## src/sv/jrle_pkg.sv

```systemverilog
// ============================================================================
// jrle_pkg: shared definitions for the JPEG coefficient symbolizer
// Symbol kinds, block constants and the command and status bundles that
// join the controller to the datapath.
// ============================================================================
package jrle_pkg;

    // Number of color components that keep a DC predictor of their own.
    localparam int NUM_COMPONENTS = 3;
    localparam int COMP_W = (NUM_COMPONENTS > 1) ? $clog2(NUM_COMPONENTS) : 1;

    localparam int COEF_W  = 11;
    localparam int BLOCK_SIZE = 64;
    localparam int POS_W   = $clog2(BLOCK_SIZE);
    localparam int ZRL_LENGTH = 16;
    localparam logic [7:0] ZRL_SYMBOL = 8'hF0;

    // Symbol kinds on the result channel.
    localparam logic [1:0] KIND_DC  = 2'd0;
    localparam logic [1:0] KIND_AC  = 2'd1;
    localparam logic [1:0] KIND_ZRL = 2'd2;
    localparam logic [1:0] KIND_EOB = 2'd3;

    // Source of the symbol loaded into the output register.
    typedef enum logic [1:0] {
        OSEL_ITEM = 2'd0,  // symbol of the item on the input ports
        OSEL_ZRL  = 2'd1,  // one run of sixteen zeros
        OSEL_HELD = 2'd2   // run/size symbol of the held coefficient
    } osel_t;

    typedef struct packed {
        logic  accept;  // an input transfer happens this cycle
        logic  load;    // load the output register
        osel_t sel;     // what the output register loads
        logic  take;    // the output transfer happens this cycle
    } jrle_cmd_t;

    typedef struct packed {
        logic in_emit;    // the item on the input ports causes a result
        logic in_zrl;     // that result begins with zero-run symbols
        logic zcnt_zero;  // no more zero-run symbols are pending
        logic out_valid;  // the output register holds a symbol
    } jrle_status_t;

endpackage

```

## src/sv/jrle_ctrl.sv

```systemverilog
// ============================================================================
// jrle_ctrl: sequencing controller
// Decides when an input item is taken and when the output register loads,
// and steps through the zero-run symbols that precede a late nonzero value.
// ============================================================================
module jrle_ctrl (
    input  logic                  aclk,
    input  logic                  aresetn,
    input  logic                  s_valid,
    output logic                  s_ready,
    input  logic                  m_ready,
    input  jrle_pkg::jrle_status_t status,
    output jrle_pkg::jrle_cmd_t   cmd
);
    import jrle_pkg::*;

    localparam logic ST_IDLE = 1'b0;
    localparam logic ST_ZRL  = 1'b1;

    logic state_reg;
    logic state_next;
    logic out_free;
    logic accept;

    assign out_free = !status.out_valid || m_ready;
    assign s_ready  = (state_reg == ST_IDLE) && out_free;
    assign accept   = s_valid && s_ready;

    always_comb begin
        state_next = state_reg;
        cmd.accept = accept;
        cmd.take   = status.out_valid && m_ready;
        cmd.load   = 1'b0;
        cmd.sel    = OSEL_ITEM;
        unique case (state_reg)
            ST_IDLE: begin
                cmd.sel  = status.in_zrl ? OSEL_ZRL : OSEL_ITEM;
                cmd.load = accept && status.in_emit;
                if (accept && status.in_emit && status.in_zrl) begin
                    state_next = ST_ZRL;
                end
            end
            ST_ZRL: begin
                cmd.sel  = status.zcnt_zero ? OSEL_HELD : OSEL_ZRL;
                cmd.load = out_free;
                if (out_free && status.zcnt_zero) begin
                    state_next = ST_IDLE;
                end
            end
            default: begin
                state_next = ST_IDLE;
            end
        endcase
    end

    always_ff @(posedge aclk) begin
        if (!aresetn) begin
            state_reg <= ST_IDLE;
        end else begin
            state_reg <= state_next;
        end
    end

endmodule

```

## src/sv/jrle_datapath.sv

```systemverilog
// ============================================================================
// jrle_datapath: predictor, run counter and symbol formatter
// Holds the DC predictors, block position and zero-run count, forms size
// categories and amplitude bits, and owns the output register.
// ============================================================================
module jrle_datapath (
    input  logic                   aclk,
    input  logic                   aresetn,
    input  logic signed [10:0]     s_coefficient,
    input  logic [1:0]             s_component,
    input  jrle_pkg::jrle_cmd_t    cmd,
    output jrle_pkg::jrle_status_t status,
    output logic [1:0]             m_symbol_kind,
    output logic [7:0]             m_symbol_value,
    output logic [10:0]            m_extra_bits,
    output logic [3:0]             m_extra_length,
    output logic                   m_last_of_run
);
    import jrle_pkg::*;

    // Number of significant magnitude bits of a 12-bit signed value.
    function automatic logic [3:0] size_of(input logic signed [11:0] v);
        logic [11:0] mag;
        logic [3:0]  s;
        mag = v[11] ? 12'(-v) : v;
        s = 4'd0;
        for (int i = 0; i < 12; i++) begin
            if (mag[i]) begin
                s = 4'(i + 1);
            end
        end
        return s;
    endfunction

    // A negative value goes out as its value minus one, kept to size bits.
    function automatic logic [10:0] amp_of(input logic signed [11:0] v,
                                           input logic [3:0] s);
        logic [11:0] t;
        logic [11:0] mask;
        t = v[11] ? 12'(v - 12'sd1) : v;
        mask = ~(12'hFFF << s);
        return 11'(t & mask);
    endfunction

    logic [COEF_W-1:0]      prev_dc_reg [NUM_COMPONENTS];
    logic [POS_W-1:0]       pos_reg;
    logic [POS_W-1:0]       zrun_reg;
    logic [1:0]             zcnt_reg;
    logic signed [10:0]     held_reg;
    logic                   out_valid_reg;
    logic [1:0]             kind_reg;
    logic [7:0]             value_reg;
    logic [10:0]            bits_reg;
    logic [3:0]             len_reg;
    logic                   last_reg;

    logic [COMP_W-1:0]      comp_idx;
    logic                   is_dc;
    logic                   is_last;
    logic                   coef_zero;
    logic signed [11:0]     diff;
    logic signed [11:0]     val;
    logic [3:0]             size;
    logic [10:0]            amp;
    logic [1:0]             kind_next;
    logic [7:0]             value_next;
    logic [10:0]            bits_next;
    logic [3:0]             len_next;
    logic                   last_next;

    assign comp_idx  = (int'(s_component) < NUM_COMPONENTS) ? s_component[COMP_W-1:0] : '0;
    assign is_dc     = (pos_reg == '0);
    assign is_last   = (pos_reg == POS_W'(BLOCK_SIZE - 1));
    assign coef_zero = (s_coefficient == '0);
    assign diff      = 12'({s_coefficient[10], s_coefficient})
                     - 12'({prev_dc_reg[comp_idx][10], prev_dc_reg[comp_idx]});

    // One size unit serves the DC difference, the AC value and the held value.
    assign val  = (cmd.sel == OSEL_HELD) ? 12'({held_reg[10], held_reg})
                : (is_dc ? diff : 12'({s_coefficient[10], s_coefficient}));
    assign size = size_of(val);
    assign amp  = amp_of(val, size);

    assign status.in_emit   = is_dc || !coef_zero || is_last;
    assign status.in_zrl    = !is_dc && !coef_zero && (zrun_reg >= POS_W'(ZRL_LENGTH));
    assign status.zcnt_zero = (zcnt_reg == 2'd0);
    assign status.out_valid = out_valid_reg;

    always_comb begin
        kind_next  = KIND_AC;
        value_next = {zrun_reg[3:0], size};
        bits_next  = amp;
        len_next   = size;
        last_next  = 1'b1;
        case (cmd.sel)
            OSEL_ZRL: begin
                kind_next  = KIND_ZRL;
                value_next = ZRL_SYMBOL;
                bits_next  = '0;
                len_next   = '0;
                last_next  = 1'b0;
            end
            OSEL_ITEM: begin
                if (is_dc) begin
                    kind_next  = KIND_DC;
                    value_next = 8'(size);
                end else if (coef_zero) begin
                    kind_next  = KIND_EOB;
                    value_next = '0;
                    bits_next  = '0;
                    len_next   = '0;
                end
            end
            default: begin
            end
        endcase
    end

    always_ff @(posedge aclk) begin
        if (!aresetn) begin
            for (int i = 0; i < NUM_COMPONENTS; i++) begin
                prev_dc_reg[i] <= '0;
            end
            pos_reg       <= '0;
            zrun_reg      <= '0;
            zcnt_reg      <= '0;
            out_valid_reg <= 1'b0;
        end else begin
            if (cmd.accept) begin
                pos_reg <= is_last ? '0 : POS_W'(pos_reg + 1'b1);
                if (is_dc) begin
                    prev_dc_reg[comp_idx] <= s_coefficient;
                    zrun_reg <= '0;
                end else if (coef_zero) begin
                    zrun_reg <= is_last ? '0 : POS_W'(zrun_reg + 1'b1);
                end else if (!status.in_zrl) begin
                    zrun_reg <= '0;
                end
                if (status.in_zrl) begin
                    zcnt_reg <= 2'(zrun_reg[5:4] - 2'd1);
                end
            end else if (cmd.load && cmd.sel == OSEL_ZRL) begin
                zcnt_reg <= 2'(zcnt_reg - 2'd1);
            end else if (cmd.load && cmd.sel == OSEL_HELD) begin
                zrun_reg <= '0;
            end
            if (cmd.load) begin
                out_valid_reg <= 1'b1;
            end else if (cmd.take) begin
                out_valid_reg <= 1'b0;
            end
        end
    end

    always_ff @(posedge aclk) begin
        if (cmd.accept) begin
            held_reg <= s_coefficient;
        end
        if (cmd.load) begin
            kind_reg  <= kind_next;
            value_reg <= value_next;
            bits_reg  <= bits_next;
            len_reg   <= len_next;
            last_reg  <= last_next;
        end
    end

    assign m_symbol_kind  = kind_reg;
    assign m_symbol_value = value_reg;
    assign m_extra_bits   = bits_reg;
    assign m_extra_length = len_reg;
    assign m_last_of_run  = last_reg;

endmodule

```

## src/sv/jpeg_coefficient_rle_symbolizer.sv

```systemverilog
// ============================================================================
// jpeg_coefficient_rle_symbolizer: JPEG DC DPCM and AC run-length symbols
// Turns quantized zigzag coefficients, 64 per block, into DC category,
// AC run/size, zero-run and end-of-block symbols with amplitude bits.
// ============================================================================
//
//  Channel  Direction  Handshake          Payload
//  s_       in         s_valid/s_ready    coefficient (11 b signed), component
//  m_       out        m_valid/m_ready    kind, value, extra bits/length, last
//
// A new coefficient is taken every cycle as long as the output register is
// empty or is being drained in the same cycle. A nonzero AC value after N
// full groups of sixteen zeros (N at most 3) goes out as N zero-run symbols
// and then its run/size symbol, one by one through the single output
// register; no new coefficient is taken until the last of them loads. Zero
// AC values inside a block cause no transfer on the output side.
// Reset clears the DC predictors, block position and zero-run count at once;
// no clearing pass is needed. A stall on m_ready holds the current symbol
// and stops input transfers until the output register frees up.
//
module jpeg_coefficient_rle_symbolizer (
    input  logic               aclk,
    input  logic               aresetn,
    // Coefficient input.
    input  logic               s_valid,
    output logic               s_ready,
    input  logic signed [10:0] s_coefficient,
    input  logic [1:0]         s_component,
    // Symbol output.
    output logic               m_valid,
    input  logic               m_ready,
    output logic [1:0]         m_symbol_kind,
    output logic [7:0]         m_symbol_value,
    output logic [10:0]        m_extra_bits,
    output logic [3:0]         m_extra_length,
    output logic               m_last_of_run
);
    import jrle_pkg::*;

    jrle_cmd_t    cmd;
    jrle_status_t status;

    // The controller owns the handshake decisions; the datapath only follows
    // its commands and reports what the current input item needs.
    jrle_ctrl u_ctrl (
        .aclk    (aclk),
        .aresetn (aresetn),
        .s_valid (s_valid),
        .s_ready (s_ready),
        .m_ready (m_ready),
        .status  (status),
        .cmd     (cmd)
    );

    jrle_datapath u_datapath (
        .aclk           (aclk),
        .aresetn        (aresetn),
        .s_coefficient  (s_coefficient),
        .s_component    (s_component),
        .cmd            (cmd),
        .status         (status),
        .m_symbol_kind  (m_symbol_kind),
        .m_symbol_value (m_symbol_value),
        .m_extra_bits   (m_extra_bits),
        .m_extra_length (m_extra_length),
        .m_last_of_run  (m_last_of_run)
    );

    // The output register's valid flag is the channel's valid.
    assign m_valid = status.out_valid;

endmodule

```

## config.mk

```make
export PLATFORM = sky130hd
export DESIGN_NAME = jpeg_coefficient_rle_symbolizer
export DESIGN_NICKNAME = d
export VERILOG_FILES = /design/src/sv/jrle_pkg.sv /design/src/sv/jrle_ctrl.sv /design/src/sv/jrle_datapath.sv /design/src/sv/jpeg_coefficient_rle_symbolizer.sv
export SDC_FILE = /design/constraint.sdc
export NUM_CORES = 1
export LEC_CHECK = 0
export ABC_AREA = 1
export BUFFER_PORTS_ARGS = -buffer_cell sky130_fd_sc_hd__buf_2
export CELL_PAD_IN_SITES_DETAIL_PLACEMENT = 1
export CELL_PAD_IN_SITES_GLOBAL_PLACEMENT = 1
export CORE_MARGIN = 5
export CORE_UTILIZATION = 35
export DETAILED_ROUTE_END_ITERATION = 8
export PLACE_DENSITY_LB_ADDON = 0.25
export SLEW_MARGIN = 25
export SYNTH_ARGS = -nofsm -noshare
export SYNTH_HDL_FRONTEND = slang
export SYNTH_HIERARCHICAL = 1
export SYNTH_SLANG_ARGS = --single-unit
export TNS_END_PERCENT = 20
```

## constraint.sdc

```tcl
create_clock -name aclk -period 5.65 [get_ports aclk]
set_clock_uncertainty 0.2 [all_clocks]
set_input_delay 0.565 -clock aclk [delete_from_list [all_inputs] [get_ports aclk]]
set_output_delay 0.565 -clock aclk [all_outputs]
set_load 0.01 [all_outputs]
```

# Word level (Yosys, flattened, before mapping)
# Memory sizes are Yosys's and may differ from the RTL's.
# Cells that the tools add are included.
[classes]
mux = 57
bitwise = 3
add_sub_neg = 7
reduce_logical = 26
n_eq_ne = 6
n_lt_le_gt_ge = 2
n_shift = 1
[op_table]
columns = ["op", "count"]
rows = [
  ["6-bit two-way mux", 8],
  ["11-bit two-way mux", 4],
  ["12-bit two-way mux", 3],
  ["4-bit two-way mux", 7],
  ["11-bit one-hot mux with 2 select lines", 1],
  ["2-bit two-way mux", 10],
  ["8-bit two-way mux", 2],
  ["8-bit one-hot mux with 2 select lines", 1],
  ["1-bit two-way mux", 13],
  ["6-bit by 1-bit adder with 6-bit output, second input constant", 2],
  ["3-bit two-way mux", 4],
  ["12-bit negator", 1],
  ["12-bit by 4-bit << shifter with 11-bit output, first input constant", 1],
  ["11-bit by 11-bit subtractor with 12-bit output", 1],
  ["11-bit bitwise AND", 1],
  ["11-bit zero test", 1],
  ["11-bit NOT", 1],
  ["11-bit OR reduction", 1],
  ["11-bit by 2-bit subtractor with 11-bit output, second input constant", 1],
  ["1-bit logical AND", 10],
  ["4-bit one-hot mux with 2 select lines", 1],
  ["6-bit equality test, second input constant", 1],
  ["6-bit by 5-bit >= comparator with 1-bit output, second input constant", 1],
  ["6-bit zero test", 1],
  ["other kinds (17)", 25],
]
[word_totals]
out_inout_bits = 28
elab_cells = 114
mem_bits_rw = 33
n_memories = 1
register_bits = 53
inputBits = 17
[memory_table]
columns = ["memory", "words", "width", "rd", "rd_ports_with_merged_regs", "write_ports", "line_no", "source"]
rows = [
  ["u_datapath.prev_dc_reg", 3, 11, 1, 0, 3, "jrle_datapath.sv:45", "logic [COEF_W-1:0] prev_dc_reg [NUM_COMPONENTS];"],
]

# Longest topological paths before layout
# Gate-level depths: netlist (run 1).
[logic_depth]
ltp_word = 28
ltp_mapped = 34
ltp_nobuf = 33

# Hierarchy
# The synthesis (run 1) kept the hierarchy.
[by_module_without_submodules]
columns = ["mod", "instances", "area_each_um2", "cells_each", "seq_area_each_um2"]
rows = [
  ["jrle_datapath", 1, 5472.7, 638, 2612.5],
  ["jrle_ctrl", 1, 102.6, 19, 20.0],
]

# Worst setup path after synthesis (run 1)
# No wires, ideal clock.
[synth_path]
path_kind = "input to register"
start = "input s_component[1]"
end = "register u_datapath.bits_reg[0] (netlist: u_datapath/m_extra_bits[0]), data pin"
setup_time_ps = 249
arrival_ps = 3810
cell_stages = 27
n_path_buf = 1
required_ps = 5201
setup_slack_ps = 1391
path_cell_list = "inv_1 ha_1 inv_1 clkbuf_1 nor2_1 o22ai_1 ha_1 inv_1 fa_1 o21ai_1 a21oi_2 inv_1 ha_1 nand2_2 clkinv_1 nand2_1 nor2_1 o21ai_1 nand2_1 nor2_2 nand3_2 nand3_2 nand2_2 nor2_4 nand3_1 nand2_1 inv_1"
[synth_via]
elab_chain_cells = 26
elab_cells_between_ends = 28
classes_between = "3 x add/sub; 1 x order compare; 1 x shift; 20 x mux; 2 x bitwise; 1 x memory"
[synth_lines]
columns = ["element", "line_no", "source"]
rows = [
  ["start: declaration", "jpeg_coefficient_rle_symbolizer.sv:28", "input logic [1:0] s_component,"],
  ["2-bit < comparator", "jrle_datapath.sv:71", "assign comp_idx = (int'(s_component) < NUM_COMPONENTS) ? s_component[COMP_W-1:0] : '0;"],
  ["2-bit two-way mux *", "jrle_datapath.sv:71", ""],
  ["memory read 3 x 11 bit *", "--", ""],
  ["11-bit by 11-bit subtractor with 12-bit output *", "jrle_datapath.sv:76", "- 12'({prev_dc_reg[comp_idx][10], prev_dc_reg[comp_idx]});"],
  ["12-bit two-way mux *", "jrle_datapath.sv:80", ": (is_dc ? diff : 12'({s_coefficient[10], s_coefficient}));"],
  ["12-bit two-way mux *", "jrle_datapath.sv:79", "assign val = (cmd.sel == OSEL_HELD) ? 12'({held_reg[10], held_reg})"],
  ["12-bit negator", "jrle_datapath.sv:25", "mag = v[11] ? 12'(-v) : v;"],
  ["12-bit two-way mux", "jrle_datapath.sv:25", ""],
  ["[7 not listed]", "--", ""],
  ["4-bit two-way mux (5 in a row)", "jrle_datapath.sv:28", "if (mag[i]) begin"],
  ["12-bit by 4-bit << shifter with 11-bit output", "jrle_datapath.sv:41", "mask = ~(12'hFFF << s);"],
  ["11-bit NOT", "jrle_datapath.sv:41", ""],
  ["11-bit bitwise AND *", "jrle_datapath.sv:42", "return 11'(t & mask);"],
  ["11-bit two-way mux", "jrle_datapath.sv:107", "end else if (coef_zero) begin"],
  ["11-bit two-way mux", "jrle_datapath.sv:104", "if (is_dc) begin"],
  ["11-bit one-hot mux with 2 select lines *", "jrle_datapath.sv:95", "case (cmd.sel)"],
  ["via u_datapath.bits_next[0]", "jrle_datapath.sv:67", "logic [10:0] bits_next;"],
  ["end signal: assignment", "jrle_datapath.sv:162", "bits_reg <= bits_next;"],
  ["end: declaration", "jrle_datapath.sv:53", "logic [10:0] bits_reg;"],
]
# The timed path passes the listed nets; every way through them passes the cells marked *.
# A chain may end at the register's enable or synchronous reset.

# Final worst setup path (run 1)
[layout_path]
start = "input s_component[0]"
end = "register u_datapath.bits_reg[0] (netlist: u_datapath/m_extra_bits[0]), data pin"
# Same word-level chain as after synthesis.

==> flow_metrics.tcl, run 1 <==
set metrics [dict create \
    regArea_mm2 0.00263 \
    finalMaxSlewViolations 0 \
    synth-edff-count 77 \
    fmax_mhz 215 \
    synth_fa_ha_area_share_pct 4.62 \
    timing.rr.start "u_datapath/pos_reg[0]" \
    relSlewSlack_pct 51.2 \
    path_class "in2reg" \
    critPathTopFamily "simple AND/OR/NAND/NOR gates" \
    clk-insertion-delay-late_ns 0.36 \
    cp.arrival_ns 4.57 \
    grt_max_degree 25 \
    comb_power_share_pct 31.0 \
    synthFlopType "edfxtp_1" \
    coreArea_mm2 0.0158 \
    synthCells 657 \
    final_common_cell "nand2_1" \
    cts.sinks 93 \
    io_buffers 44 \
    wirelength_um 14800 \
    netSwitchingPower_uw 753 \
    drc 0 \
    drtPass1Iterations 4 \
    rsz0062_at_grt "false" \
    via_count 4494 \
    p_int_mw 1.38 \
    fin_crit_ns 4.65 \
    cellPowerDensity_mw_per_mm2 340 \
    setup_violations 0 \
    irDropWorstVdd_mv 0.218 \
    drtIter0Drc 252 \
    cts_setup_buffers 0 \
    start_util_pct 35.4 \
    seqPwrFrac_pct 38.7 \
    largest_reg_flops 44 \
    dieWidth_um 136 \
    min_path_type "in2reg" \
    power_leakage_nw 2.68 \
    reg2reg_depth 27 \
    gr-usage-all-layers_pct 17.3 \
    yosys_warnings 6 \
    h-tree-depth 3 \
    status "finished, final reports clean" \
    cts_buffers 9 \
    ys_async_sr_fraction_pct 0 \
    seq_area_frac_synth_pct 47.2 \
    r2r_slack_ns 1.12 \
    syn_nets 694 \
    holdCritStartpoint "s_coefficient[0]" \
    cap_viol_max_count 0 \
    fill_cells 1950 \
    tritoncts "built" \
    drt-vias-per-instance 4.92 \
    multi_input_area_mm2 0.00247 \
    path_buf_inv 7 \
    synth.avg_cell_area_um2 8.49 \
    ant_nets 0 \
    tns_ns 0 \
    num_io_pins 45 \
    cp-start-kind "primary input" \
    cp_common_cell "inv_1" \
    dieArea_mm2 0.0186 \
    whs_path_depth 1 \
    mostFrequentLayoutCells "nand2_1 (150), edfxtp_1 (77), inv_1 (76)" \
    cts_resized 0 \
    finalCritPeriodShare_pct 82.4 \
    yosys.area_share.simple_pct 27.0 \
    antenna_found_initial 0 \
    synth_cell_types 48 \
    required_ns 5.57 \
    cp_max_fo 21 \
    dpl.hpwl_um 11200 \
    swShare_pct 35.3 \
    syn_area_mm2 0.00558 \
    hold_viol_final 0 \
    die_h_um 136 \
    grt_pass1_vias 4853 \
    overflow 0 \
    cts-root-buf "clkbuf_16" \
    min_to "u_datapath/held_reg[0]" \
    wl_per_cell_um 16.2 \
    ys_ff_latch 93 \
    rows 46 \
    power_mw 2.13 \
    layout.nets 730 \
    antenna_cells 0 \
    cts_hold_buf 0 \
    pwr-share-clk_pct 30.4 \
    clkTransAtPathRegs_ns 0.08 \
    slowest_stage "inv_1" \
    critical_path.max_stage_delay_ns 0.51 \
    r2r-end "u_datapath/m_extra_bits[0]" \
    synthMuxAreaShare_pct 0 \
    synth_top_family_by_area "simple AND/OR/NAND/NOR gates" \
    worstSetupEndpointType "flip-flop" \
    gp_congestion 0.818 \
    synth_xor_area_share_pct 2.02 \
    grt_pass1_wl_um 24800 \
    clk_path_buf_depth 2 \
    layout-drive-gt1-share_pct 17.8 \
    worstMarginPinSlew_ns 0.728 \
    synthToLayoutAreaGrowth_pct 12.7 \
    synth_compound_area_share_pct 10.5 \
]
[cells by family (layout without fill, tap and decap cells)]
family,after synthesis,after routing
AO/OA/AOI/OAI,95,95
AND/OR/NAND/NOR,323,323
adder cells (fa/ha/maj),20,20
buffers and inverters,114,155
XOR/XNOR,12,12
flip-flops,93,93
[worst reg2reg max path, stage by stage, from the launching register on]
cell and delay, ns:
dfxtp_1 0.36, inv_1 0.08, ha_1 0.23, nand4_4 0.22, inv_2 0.19, nor3_1 0.32, nor2_2 0.09, nor2_1 0.26
nor2_4 0.09, inv_2 0.19, nor2_1 0.08, a21oi_2 0.24, inv_1 0.08, ha_1 0.22, nand2_2 0.11, clkinv_1 0.09
nand2_1 0.07, nor2_1 0.04, o21ai_1 0.18, nand2_1 0.10, nor2_2 0.12, nand3_2 0.16, nand3_2 0.14, nand2_2 0.09
nor2_4 0.13, nand3_1 0.09, nand2_1 0.06, inv_1 0.04
[power by group through the flow]
stage          logic (mW)  registers (mW)  clock network, mW
2_1_floorplan       0.492           0.854                  0
3_3_place_gp        0.645           0.839                  0
3_5_place_dp        0.663           0.842                  0
4_1_cts             0.669           0.827              0.670
5_1_grt             0.744           0.831              0.698
6_report            0.661           0.825              0.648
[routing by layer]
layer	GRT usage [%]	part of all wire, %
met1	21.8	46
met4	5.10	1.3
met2	30.1	50
met3	3.15	3.1
met5	0	0
[area by class of cell]
cell class | count | share of cell area [%]
Inverter | 92 | 5.54
Sequential cell | 93 | 41.9
Clock inverter | 7 | 1.43
Clock buffer | 9 | 3.58
Multi-Input combinational cell | 450 | 39.4
Tap cell | 216 | 4.30
Timing Repair Buffer | 47 | 3.86
[stage by stage]
step           worst slack [ns]  std cells  hold WS, ns  cell area, µm²  utilization [%]
3_3_place_gp              0.746        898        0.263            5960             37.8
6_report                  0.995        914        0.239            6280             39.8
5_1_grt                   0.658        914        0.239            6280             39.8
4_1_cts                   0.993        914        0.228            6280             39.8
3_5_place_dp              0.602        898        0.277            5970             37.8
2_1_floorplan              1.39        657        0.239            5580                -
[synthesized netlist by cell type, types with 10 or more instances]
cell type | number | area, µm²
nand2_1 | 150 | 563
nor3_1 | 12 | 60.1
a32o_1 | 10 | 100
edfxtp_1 | 77 | 2310
inv_2 | 13 | 48.8
o21ai_0 | 22 | 110
clkbuf_1 | 10 | 37.5
inv_1 | 76 | 285
nand3_1 | 39 | 195
a21oi_1 | 39 | 195
nor2_1 | 74 | 278
dfxtp_1 | 16 | 320
nand2_2 | 16 | 100
ha_1 | 19 | 238
[worst max path at each step]
stage / from / to / slack [ns] / depth (start not counted)
3_5_place_dp: s_component[0] / u_datapath/m_extra_bits[0] / 0.60 / 27
5_1_grt: s_component[1] / u_datapath/m_extra_bits[0] / 0.66 / 31
3_3_place_gp: s_component[0] / u_datapath/m_extra_bits[0] / 0.75 / 30
6_report: s_component[0] / u_datapath/m_extra_bits[0] / 1.0 / 27
4_1_cts: s_component[0] / u_datapath/m_extra_bits[0] / 0.99 / 27
2_1_floorplan: s_component[1] / u_datapath/m_extra_bits[0] / 1.39 / 27
(Power assumes the default switching activity.)
==> run 2, diff against run 1 <==
==> constraint.sdc (replaced) <==
create_clock -name aclk -period 4.8 [get_ports aclk]
set_clock_uncertainty 0.2 [all_clocks]
set_input_delay 0.48 -clock aclk [delete_from_list [all_inputs] [get_ports aclk]]
set_output_delay 0.48 -clock aclk [all_outputs]
set_load 0.01 [all_outputs]
==> flow_metrics.tcl, run 2 (synthesis gave the netlist of run 1 again) <==
set metrics [dict create \
    status "finished, final reports clean" \
    h-tree-depth 3 \
    cp-start-kind "flip-flop" \
    post-place-ws_ns 0.171 \
    dieWidth_um 136 \
    clk_path_buf_depth 2 \
    clk-insertion-delay-late_ns 0.35 \
    cts_hold_buf 0 \
    cap_viol_max_count 0 \
    synthToLayoutAreaGrowth_pct 14.2 \
    min_path_type "in2reg" \
    cp_max_fo 16 \
    tns_ns 0 \
    io_buffers 44 \
    rows 46 \
    layout.nets 738 \
    power_leakage_nw 2.72 \
    mostFrequentLayoutCells "nand2_1 (150), edfxtp_1 (77), inv_1 (76)" \
    required_ns 4.71 \
    cts.sinks 93 \
    critical_path.max_stage_delay_ns 0.35 \
    dpl.hpwl_um 11400 \
    die_h_um 136 \
    final_common_cell "nand2_1" \
    fin_crit_ns 4.35 \
    wl_per_cell_um 15.9 \
    largest_reg_flops 44 \
    cp_common_cell "nand2_1" \
    coreArea_mm2 0.0158 \
    layout_setup_ws_ns 0.446 \
    drt-vias-per-instance 4.90 \
    hold_viol_final 0 \
    gp_congestion 0.846 \
    cts_resized 0 \
    setup_violations 0 \
    ant_nets 0 \
    tritoncts "built" \
    slowest_stage "dfxtp_1" \
    start_util_pct 35.4 \
    overflow 0 \
    num_io_pins 45 \
    drc 0 \
    cp.arrival_ns 4.27 \
    clkTransAtPathRegs_ns 0.07 \
    finalCritPeriodShare_pct 90.7 \
    wirelength_um 14700 \
    cellPowerDensity_mw_per_mm2 408 \
    rsz0062_at_grt "false" \
    grt_pass1_wl_um 24200 \
    cts-root-buf "clkbuf_16" \
    fill_cells 1940 \
    drtPass1Iterations 4 \
    grt_max_degree 25 \
    multi_input_area_mm2 0.00247 \
    layout-drive-gt1-share_pct 18.6 \
    antenna_cells 0 \
    power_mw 2.59 \
    relSlewSlack_pct 53.8 \
    worstMarginPinSlew_ns 0.688 \
    dieArea_mm2 0.0186 \
    cts_setup_buffers 0 \
    gr-usage-all-layers_pct 16.7 \
    grt_pass1_vias 4831 \
    via_count 4520 \
    worstSetupEndpointType "flip-flop" \
    cts_buffers 9 \
    drtIter0Drc 239 \
    irDropWorstVdd_mv 0.213 \
    antenna_found_initial 0 \
    fmax_mhz 230 \
    regArea_mm2 0.00263 \
    path_class "reg2reg" \
    finalMaxSlewViolations 0 \
]
-- run 2: through the flow --
step | util, % | cells | hold slack, ns | cell area [µm²]
2_1_floorplan | - | 657 | 0.239 | 5580
3_3_place_gp | 38.2 | 906 | 0.260 | 6020
3_5_place_dp | 38.2 | 906 | 0.286 | 6020
4_1_cts | 40.4 | 922 | 0.160 | 6370
5_1_grt | 40.4 | 922 | 0.159 | 6370
6_report | 40.4 | 922 | 0.171 | 6370
-- run 2: power by group --
group,switching (mW),internal [mW]
registers,0.0176,0.954
logic,0.525,0.262
clock network,0.325,0.511
-- run 2: critical path: cells and delay by family (launching register included) --
| family | cells | cell delay (ns) |
|---|---|---|
| simple gates | 21 | 2.36 |
| buf+inv | 6 | 0.65 |
| fa+ha+maj | 2 | 0.43 |
| flops | 1 | 0.35 |
| compound gates | 1 | 0.13 |
-- run 2: metal layers --
metal  vias up  global-route usage [%]  share of wire [%]
li1       2266                       -                  -
met3        12                    3.29                3.5
met4         0                    4.93                1.4
met1      2189                    21.2                 46
met5         -                       0                  0
met2        53                    28.8                 50
-- run 2: cell type report --
cell class / count / area share, %
multi-input cells: 450 / 38.8
repair buffers: 55 / 4.76
well taps: 216 / 4.24
clock buffers: 9 / 3.54
inverters: 92 / 5.46
clock inverters: 7 / 1.91
flip-flops and latches: 93 / 41.3
-- run 2: final timing paths --
check	end	from	cells after the start	slack, ns
worst max-delay path	u_datapath/m_extra_bits[0]	u_datapath/pos_reg[0]	30	0.45
worst min-delay path	u_datapath/held_reg[0]	s_coefficient[0]	1	0.17
worst max register to register	u_datapath/m_extra_bits[0]	u_datapath/pos_reg[0]	30	0.45
worst min register to register	u_datapath/zcnt_reg[1]	u_datapath/zcnt_reg[1]	2	0.29
